$ cat src/design/assert_macros.svh
// Assertion macros shared by the timer RTL.
// Depends on nothing; included inside module bodies.
`ifndef ASSERT_MACROS_SVH
`define ASSERT_MACROS_SVH

// Property must hold on every clock edge outside reset.
`define ASSERT_ALWAYS(label, clk, rst_n, prop) \
  label: assert property (@(posedge clk) disable iff (!rst_n) (prop)) \
    else $error("assertion failed");

// Antecedent implies consequent on the next edge.
`define ASSERT_NEXT(label, clk, rst_n, ante, cons) \
  label: assert property (@(posedge clk) disable iff (!rst_n) (ante) |=> (cons)) \
    else $error("assertion failed");

`endif

$ cat src/design/mstt_pkg.sv
// Package for the multi-slot task timer: codes, defaults and the status struct.
// No dependencies.
package mstt_pkg;

  localparam int unsigned SlotsDef    = 8;
  localparam int unsigned DelayMaxDef = 4095;
  localparam int unsigned DelayW      = 16;
  localparam int unsigned SlotW       = 5;
  localparam int unsigned OutcomeW    = 3;

  // input kinds
  localparam logic [1:0] KIND_TICK   = 2'd0;
  localparam logic [1:0] KIND_ONCE   = 2'd1;
  localparam logic [1:0] KIND_REPEAT = 2'd2;
  localparam logic [1:0] KIND_CANCEL = 2'd3;

  // time units
  localparam logic [1:0] UNIT_US = 2'd0;
  localparam logic [1:0] UNIT_MS = 2'd1;
  localparam logic [1:0] UNIT_S  = 2'd2;

  // outcomes
  localparam logic [2:0] OUT_FIRED     = 3'd0;
  localparam logic [2:0] OUT_SCHEDULED = 3'd1;
  localparam logic [2:0] OUT_NO_SLOT   = 3'd2;
  localparam logic [2:0] OUT_CANCELLED = 3'd3;
  localparam logic [2:0] OUT_NONE      = 3'd4;
  localparam logic [2:0] OUT_IGNORED   = 3'd5;

  // result handed from the sequencer to the output stage
  typedef struct packed {
    logic [2:0] outcome;
    logic [4:0] slot;
    logic       last;
  } result_t;

endpackage

$ cat src/design/mstt_div1000.sv
// Divide of a 24-bit amount by 1000 through one reciprocal multiplication.
// Depends on mstt_pkg and assert_macros.svh.
module mstt_div1000 (
  input  logic        clk_i,
  input  logic        rst_ni,
  input  logic        start_i,
  input  logic [23:0] dividend_i,
  output logic        done_o,
  output logic [23:0] quotient_o
);
  import mstt_pkg::*;

  // ceil(2^34 / 1000); the rounding error stays below one for any 24-bit dividend
  localparam logic [24:0] RECIP_1000 = 25'd17179870;

  logic [23:0] dvd_q;
  logic        busy_q;
  logic [48:0] prod;

  // quotient is ready the cycle after start
  always_ff @(posedge clk_i or negedge rst_ni) begin
    if (!rst_ni) begin
      busy_q <= 1'b0;
    end else begin
      busy_q <= start_i;
    end
  end

  always_ff @(posedge clk_i) begin
    if (start_i) dvd_q <= dividend_i;
  end

  // one 24x25 product, the quotient is its top bits
  assign prod       = 49'(dvd_q) * 49'(RECIP_1000);
  assign done_o     = busy_q;
  assign quotient_o = {9'd0, prod[48:34]};

  `include "assert_macros.svh"
  `ASSERT_NEXT(a_start_done, clk_i, rst_ni, start_i, done_o)
  `ASSERT_NEXT(a_done_only_start, clk_i, rst_ni, !start_i, !done_o)
  `ASSERT_ALWAYS(a_quot_range, clk_i, rst_ni, done_o |-> (quotient_o <= 24'd16777))
endmodule

$ cat src/design/multi_slot_task_timer_top.sv
// Multi-slot task timer: top level with sequencer, slot table and output register.
// Depends on mstt_pkg, mstt_div1000 and assert_macros.svh.

// A tick is taken, then every slot is scanned, one a cycle, through one shared
// subtract and compare unit; then a pass over the slots picks the most overdue
// ready slot and the emit state registers its firing, pick and emit repeating
// for each firing; when nothing fires, the emit state registers an OUT_NONE
// result. A millisecond amount above DELAY_MAX is turned into seconds by the
// reciprocal divide by 1000 before it is scheduled. A cancel is answered from
// the idle state. Each result waits in an output register; the sequencer stalls
// in its schedule and emit states while it is held, and a new transaction is
// taken once the sequencer is idle and that register is free.
module multi_slot_task_timer_top #(
  parameter int unsigned SLOTS     = mstt_pkg::SlotsDef,
  parameter int unsigned DELAY_MAX = mstt_pkg::DelayMaxDef
) (
  input  logic        clk_i,
  input  logic        rst_ni,
  input  logic        in_valid_i,
  output logic        in_stall_o,
  input  logic [1:0]  kind_i,
  input  logic [23:0] delay_amount_i,
  input  logic [1:0]  time_unit_i,
  input  logic [4:0]  slot_id_i,
  output logic        out_valid_o,
  input  logic        out_stall_i,
  output logic [2:0]  outcome_o,
  output logic [4:0]  slot_o,
  output logic        last_o
);
  import mstt_pkg::*;

  localparam int unsigned SW = (SLOTS > 1) ? $clog2(SLOTS) : 1;
  localparam int unsigned DW = $clog2(DELAY_MAX + 1);

  localparam logic [2:0] ST_IDLE  = 3'd0;
  localparam logic [2:0] ST_SCAN  = 3'd1;
  localparam logic [2:0] ST_PICK  = 3'd2;
  localparam logic [2:0] ST_EMIT  = 3'd3;
  localparam logic [2:0] ST_DIV   = 3'd4;
  localparam logic [2:0] ST_SCHED = 3'd5;

  // counters and slot table
  logic [31:0] micro_q, milli_q;
  logic [9:0]  pre_q;
  logic [31:0] start_q [SLOTS];
  logic [DW-1:0] delay_q [SLOTS];
  logic [1:0]  unit_q [SLOTS];
  logic [SLOTS-1:0] busy_q, per_q, ready_q;
  logic [41:0] late_q [SLOTS];

  logic [2:0]  st_q;
  logic [SW-1:0] idx_q;
  logic        pick_v_q;
  logic [SW-1:0] pick_q;
  logic [41:0] best_q;
  logic        fired_q;
  logic        per_in_q;
  logic [1:0]  su_q;
  logic [23:0] amt_q;
  logic [SW-1:0] free_q;

  result_t res_q;
  logic    rv_q;
  logic    out_take;
  assign out_take    = rv_q && !out_stall_i;
  assign out_valid_o = rv_q;
  assign outcome_o   = res_q.outcome;
  assign slot_o      = res_q.slot;
  assign last_o      = res_q.last;

  // output register free for a new result this cycle
  logic can_put;
  assign can_put = !rv_q || !out_stall_i;

  logic in_take;
  assign in_stall_o = (st_q != ST_IDLE) || !can_put;
  assign in_take    = in_valid_i && !in_stall_o;

  // lowest free slot
  logic          free_any;
  logic [SW-1:0] free_idx;
  always_comb begin
    free_any = 1'b0;
    free_idx = '0;
    for (int i = SLOTS - 1; i >= 0; i--) begin
      if (!busy_q[i]) begin
        free_any = 1'b1;
        free_idx = SW'(i);
      end
    end
  end

  // a result enters the output register this cycle
  logic res_put;
  assign res_put = (st_q == ST_IDLE && in_take &&
                    (kind_i == KIND_CANCEL ||
                     ((kind_i == KIND_ONCE || kind_i == KIND_REPEAT) && !free_any))) ||
                   (st_q == ST_SCHED && can_put) ||
                   (st_q == ST_EMIT && can_put && (pick_v_q || !fired_q));

  // shared elapsed/compare unit on slot idx_q
  logic [31:0] now_s, elapsed, need;
  logic [31:0] diff;
  logic        rdy;
  logic [41:0] late;
  always_comb begin
    now_s   = (unit_q[idx_q] == UNIT_US) ? micro_q : milli_q;
    elapsed = now_s - start_q[idx_q];
    need    = (unit_q[idx_q] == UNIT_S) ? 32'(delay_q[idx_q]) * 32'd1000
                                        : 32'(delay_q[idx_q]);
    diff    = elapsed - need;
    rdy     = busy_q[idx_q] && (elapsed >= need);
    late    = (unit_q[idx_q] == UNIT_US) ? 42'(diff)
                                         : ({10'd0, diff} << 10) - ({10'd0, diff} << 4)
                                           - ({10'd0, diff} << 3);
  end

  // divider for millisecond conversion
  logic        div_done;
  logic [23:0] div_q;
  mstt_div1000 u_div (
    .clk_i     (clk_i),
    .rst_ni    (rst_ni),
    .start_i   (in_take && (kind_i == KIND_ONCE || kind_i == KIND_REPEAT) &&
                time_unit_i == UNIT_MS && delay_amount_i > 24'(DELAY_MAX) && free_any),
    .dividend_i(delay_amount_i),
    .done_o    (div_done),
    .quotient_o(div_q)
  );

  logic last_idx;
  assign last_idx = (32'(idx_q) == SLOTS - 1);

  // sequencer
  always_ff @(posedge clk_i or negedge rst_ni) begin
    if (!rst_ni) begin
      st_q     <= ST_IDLE;
      micro_q  <= '0;
      milli_q  <= '0;
      pre_q    <= '0;
      busy_q   <= '0;
      per_q    <= '0;
      ready_q  <= '0;
      idx_q    <= '0;
      pick_v_q <= 1'b0;
      fired_q  <= 1'b0;
      rv_q     <= 1'b0;
    end else begin
      if (res_put) rv_q <= 1'b1;
      else if (out_take) rv_q <= 1'b0;
      unique case (st_q)
        ST_IDLE: begin
          if (in_take) begin
            unique case (kind_i)
              KIND_TICK: begin
                micro_q <= micro_q + 32'd1;
                if (pre_q == 10'd999) begin
                  pre_q   <= '0;
                  milli_q <= milli_q + 32'd1;
                end else begin
                  pre_q <= pre_q + 10'd1;
                end
                idx_q   <= '0;
                fired_q <= 1'b0;
                st_q    <= ST_SCAN;
              end
              KIND_ONCE, KIND_REPEAT: begin
                if (!free_any) begin
                  res_q <= '{OUT_NO_SLOT, 5'd0, 1'b1};
                end else begin
                  free_q   <= free_idx;
                  per_in_q <= (kind_i == KIND_REPEAT);
                  amt_q    <= delay_amount_i;
                  if (time_unit_i == UNIT_MS && delay_amount_i > 24'(DELAY_MAX)) begin
                    su_q <= UNIT_S;
                    st_q <= ST_DIV;
                  end else begin
                    su_q <= (time_unit_i == 2'd3) ? UNIT_US : time_unit_i;
                    st_q <= ST_SCHED;
                  end
                end
              end
              default: begin
                if (32'(slot_id_i) < SLOTS) begin
                  busy_q[SW'(slot_id_i)] <= 1'b0;
                  per_q[SW'(slot_id_i)]  <= 1'b0;
                  res_q <= '{OUT_CANCELLED, slot_id_i, 1'b1};
                end else begin
                  res_q <= '{OUT_IGNORED, slot_id_i, 1'b1};
                end
              end
            endcase
          end
        end
        ST_DIV: begin
          if (div_done) begin
            amt_q <= div_q;
            st_q  <= ST_SCHED;
          end
        end
        ST_SCHED: begin
          if (can_put) begin
            delay_q[free_q] <= (amt_q > 24'(DELAY_MAX)) ? DW'(DELAY_MAX) : DW'(amt_q);
            unit_q[free_q]  <= su_q;
            start_q[free_q] <= (su_q == UNIT_US) ? micro_q : milli_q;
            busy_q[free_q]  <= 1'b1;
            per_q[free_q]   <= per_in_q;
            res_q <= '{OUT_SCHEDULED, 5'(free_q), 1'b1};
            st_q  <= ST_IDLE;
          end
        end
        ST_SCAN: begin
          // snapshot readiness and lateness, one slot a cycle
          ready_q[idx_q] <= rdy;
          late_q[idx_q]  <= late;
          if (last_idx) begin
            idx_q    <= '0;
            pick_v_q <= 1'b0;
            st_q     <= ST_PICK;
          end else begin
            idx_q <= idx_q + SW'(1);
          end
        end
        ST_PICK: begin
          // running maximum of lateness over the ready set
          if (ready_q[idx_q] && (!pick_v_q || late_q[idx_q] > best_q)) begin
            pick_v_q <= 1'b1;
            pick_q   <= idx_q;
            best_q   <= late_q[idx_q];
          end
          if (last_idx) begin
            st_q <= ST_EMIT;
          end else begin
            idx_q <= idx_q + SW'(1);
          end
        end
        ST_EMIT: begin
          if (can_put) begin
            idx_q <= '0;
            if (!pick_v_q) begin
              res_q <= '{fired_q ? OUT_FIRED : OUT_NONE, 5'd0, 1'b1};
              st_q  <= ST_IDLE;
            end else begin
              ready_q[pick_q] <= 1'b0;
              if (per_q[pick_q]) begin
                start_q[pick_q] <= (unit_q[pick_q] == UNIT_US) ? micro_q : milli_q;
              end else begin
                busy_q[pick_q] <= 1'b0;
              end
              res_q    <= '{OUT_FIRED, 5'(pick_q),
                            ($countones(ready_q) == 1)};
              fired_q  <= 1'b1;
              pick_v_q <= 1'b0;
              st_q     <= ($countones(ready_q) == 1) ? ST_IDLE : ST_PICK;
            end
          end
        end
        default: st_q <= ST_IDLE;
      endcase
    end
  end

  `include "assert_macros.svh"
  `ASSERT_ALWAYS(a_stall_busy, clk_i, rst_ni, (st_q != ST_IDLE) |-> in_stall_o)
  `ASSERT_NEXT(a_hold, clk_i, rst_ni, rv_q && out_stall_i, rv_q && $stable(res_q))
  `ASSERT_ALWAYS(a_emit_ready, clk_i, rst_ni,
    (st_q == ST_EMIT && pick_v_q) |-> ready_q[pick_q])
endmodule

$ cat config.mk
export PLATFORM = sky130hd
export DESIGN_NAME = multi_slot_task_timer_top
export DESIGN_NICKNAME = d
export VERILOG_FILES = /design/src/design/mstt_pkg.sv /design/src/design/mstt_div1000.sv /design/src/design/multi_slot_task_timer_top.sv
export VERILOG_INCLUDE_DIRS = /design/src /design/src/design
export SDC_FILE = /design/constraint.sdc
export NUM_CORES = 2
export LEC_CHECK = 0
export ABC_CLOCK_PERIOD_IN_PS = 12300
export BUFFER_PORTS_ARGS = -buffer_cell sky130_fd_sc_hd__buf_2
export CAP_MARGIN = 40
export CORE_ASPECT_RATIO = 0.6
export CORE_MARGIN = 5
export CORE_UTILIZATION = 60
export CTS_CLUSTER_DIAMETER = 100
export CTS_CLUSTER_SIZE = 24
export DETAILED_ROUTE_END_ITERATION = 10
export GPL_TIMING_DRIVEN = 0
export PLACE_DENSITY = 0.86
export SKIP_LAST_GASP = 1
export SYNTH_ARGS = -nofsm -noshare
export SYNTH_HDL_FRONTEND = slang
export SYNTH_SLANG_ARGS = --single-unit
$ cat constraint.sdc
create_clock -name clk_i -period 12.3 [get_ports clk_i]
set_clock_uncertainty 0.15 [all_clocks]
set_input_delay 0.615 -clock clk_i [delete_from_list [all_inputs] [get_ports clk_i]]
set_output_delay 0.615 -clock clk_i [all_outputs]
set_load 0.01 [all_outputs]
==> run_results.csv <==
group,metric,value,unit
grt,grt_pass1_wl,232000,um
timing,finalMaxSlewViolations,0,
logic_synthesis,synth-simple-area-share,0.0847,
cells_and_area,final_nets,5231,
worst_setup_path,endpoint_kind,"register",
grt,grt_max_degree,75,
routing,drt-pass1-iter-count,6,
clock_tree,tritoncts,"built",
floorplanning,rows,84,
floorplanning,ioPinCount,48,
floorplanning,fp.dieH,240,um
worst_setup_path,cp_common_cell,"a21oi_1",
grt,grt_use_total,0.326,
routing,dr.first_iter.drc_count,6011,
clock_tree,clk_path_buf_depth,3,
cells_and_area,area_delta_synth_final,9.48,%
min_path,hp-class,"in -> reg",
clock_tree,clockRootBuffer,"clkbuf_16",
routing,wl_per_cell,27.6,um
grt,busiest_layer,"met1",
logic_synthesis,synth_ff_type,"edfxtp_1",
grt,use_met3,0.140,
worst_setup_path,critPathMaxStageDelay,720,ps
logic_synthesis,yosys.area.top_type_share,0.459,
worst_setup_path,required,12560,ps
timing,worst_slew_pin_slew,1030,ps
routing,via_count,38500,
timing,fmax,82.4,MHz
logic_synthesis,synth-seq-cells,923,
place,dp_hpwl,116000,um
logic_synthesis,synth_top_family_by_area,"adder cells",
routing,vias_per_cell,6.76,
clock_tree,cts_buffers,44,
grt,grt_pass1_vias,37100,
logic_synthesis,syn_area_per_cell,12.4,um2
logic_synthesis,yosysUniqueCellTypes,89,
clock_tree,cts.sink_count,923,
floorplanning,core-area,87700,um2
grt,use_met2,0.438,
clock_tree,clkTransAtPathRegs,100,ps
timing,setup_viol,0,
routing,drt-total-wl,157000,um
logic_synthesis,ys_warn_count,0,
grt,antenna_found_initial,0,
logic_synthesis,synthCells,4290,
grt,grt-ovfl-total,0,
cells_and_area,antenna_cells,0,
clock_tree,clk_latency,660,ps
logic_synthesis,synth_edf_count,812,
timing,fin_crit_sh,0.986,
logic_synthesis,synthMuxAreaShare,0.0115,
clock_tree,ctsHtreeMaxLevel,2,
timing,maxSlewHeadroom,0.312,
place,port_buffers,46,
timing,period_needed,12130,ps
logic_synthesis,synth_compound_area_frac,0.120,
worst_setup_path,cp_max_fo,10,
logic_synthesis,synth_area,53100,um2
floorplanning,start_util,0.605,
timing,setup_tns,0,ps
routing,drc,0,
worst_setup_path,path_class,"reg -> reg",
logic_synthesis,yosysTopAreaCell,"edfxtp_1",
outcome,status,"completed",
floorplanning,die_w,394,um
logic_synthesis,synthArstFlopShare,0.117,
routing,ant_nets,0,
grt,use_met1,0.477,
logic_synthesis,synth_xor_area_frac,0.0308,
worst_setup_path,cp.arrival,12390,ps
logic_synthesis,netlist_top_cells_area,"edfxtp_1 (46%), ha_1 (11%), fa_1 (9.1%)",
place,place_congestion,1.02,
flow_run,max-cap-violations,0,
cells_and_area,drive_above_1_share,0.0879,
floorplanning,die_area,94700,um2
worst_setup_path,critPathLaunchType,"register",
timing,hold_viol,0,
logic_synthesis,syn-num-nets,5020,
worst_setup_path,slowest_stage,"clkbuf_1",
logic_synthesis,synth_fa_ha_area_frac,0.197,
logic_synthesis,yosysSeqAreaShare,0.512,
==> sequential cells by signal (all words and copies together) (netlist names), 2 cells and up, named ones only <==
| name | flops |
|---|---|
| su_q | 2 |
| amt_q | 24 |
| idx_q | 3 |
| pre_q | 10 |
| best_q | 42 |
| busy_q | 8 |
| unit_q | 16 |
| st_q | 3 |
| start_q | 256 |
| free_q | 3 |
| pick_q | 3 |
| slot_o | 5 |
| u_div.dvd_q | 24 |
| ready_q | 8 |
| delay_q | 96 |
| late_q | 336 |
| per_q | 8 |
| outcome_o | 3 |
| micro_q | 32 |
| milli_q | 32 |
==> cells in the final DEF (no fill, tap or decap), drive strengths merged, types with 18 or more instances in the layout <==
master  count
edfxtp    812
inv       474
ha        453
a22oi     306
nand2     271
fa        240
buf       193
clkbuf    185
a21oi     179
nor2      172
o21ai     134
xnor2     121
dfrtp     108
nand4      99
a21o       80
nand3      77
xor2       58
and3       50
mux2       38
nor3       36
nand2b     35
nor2b      33
and2       26
a221oi     25
and4       22
o21a       19
o22ai      19
nor4       19
a211oi     19
a22o       18
mux2i      18
or2        18
a31oi      18
==> final timing paths <==
kind | from | to | slack, ps | cells past startpoint
max in group asynchronous | rst_ni | milli_q[29] | 10870 | 3
worst max register to register | idx_q[0] | late_q[6][40] | 170 | 41
worst min register to register | pre_q[4] | pre_q[4] | 360 | 1
worst min-delay path | delay_amount_i[9] | u_div.dvd_q[9] | 10 | 1
min in group asynchronous | rst_ni | per_q[4] | 290 | 2
worst max-delay path | idx_q[0] | late_q[6][40] | 170 | 41
==> critical path: cells and delay by family (launching register included) <==
family	cells	cell delay, ps
AOI/OAI and AO/OA	21	5450
xor gates and xnor gates	2	600
adders and majority gates	4	1440
buffers and inverters	4	1790
DFF	1	480
muxes	1	350
and+or+nand+nor	9	1590
==> layout make-up <==
class	instances	area, um2
Sequential cell	923	27100
Fill cell	6031	29600
Tap cell	1161	1450
Buffer	145	598
Inverter	474	1780
Timing Repair Buffer	166	1810
Clock inverter	3	41.3
Multi-Input combinational cell	2747	24100
Clock buffer	69	1190
==> synthesized netlist by cell type, types with 77 or more instances <==
| cell type | count |
|---|---|
| nand2_1 | 271 |
| fa_1 | 240 |
| inv_1 | 474 |
| ha_1 | 453 |
| o21ai_0 | 130 |
| clkbuf_1 | 119 |
| edfxtp_1 | 812 |
| a22oi_1 | 306 |
| dfrtp_1 | 108 |
| a21oi_1 | 178 |
| a21o_1 | 80 |
| xnor2_1 | 118 |
| nand4_1 | 99 |
| nand3_1 | 77 |
| nor2_1 | 171 |
==> routing by layer <==
| metal | vias up | share of wire |
|---|---|---|
| met3 | 486 | 0.19 |
| met4 | 3 | 0.038 |
| met1 | 18700 | 0.38 |
| li1 | 16100 | - |
| met2 | 3197 | 0.39 |
| met5 | - | 0.00088 |
==> through the flow <==
stage	worst slack (ps)	hold slack (ps)	utilization	instances	area (um2)
floorplan	1480	169	-	4290	53100
global placement	-2500	329	0.625	5497	54700
detailed placement	-1820	342	0.642	5591	56300
CTS	10.8	1.59	0.658	5670	57700
global route	-81.5	3.11	0.663	5688	58100
finish	168	11.4	0.663	5688	58100
==> timing repair <==
item	CTS	global route
setup buffers	6	12
gates resized for setup	42	67
pin swaps	4	11
hold endpoints to repair	34	0
hold buffers	1	0
endpoints found under the setup margin	152	120
==> kinds of logic after synthesis <==
logic type | Yosys count
AOI/OAI and AO/OA | 926
DFF | 923
and+or+nand+nor | 893
adders and majority gates | 693
buffers and inverters | 620
xor gates and xnor gates | 179
muxes | 56
Power is left out: the tool's default activity adds up to more than one toggle a clock period on the data nets, which glitch-free logic cannot reach.
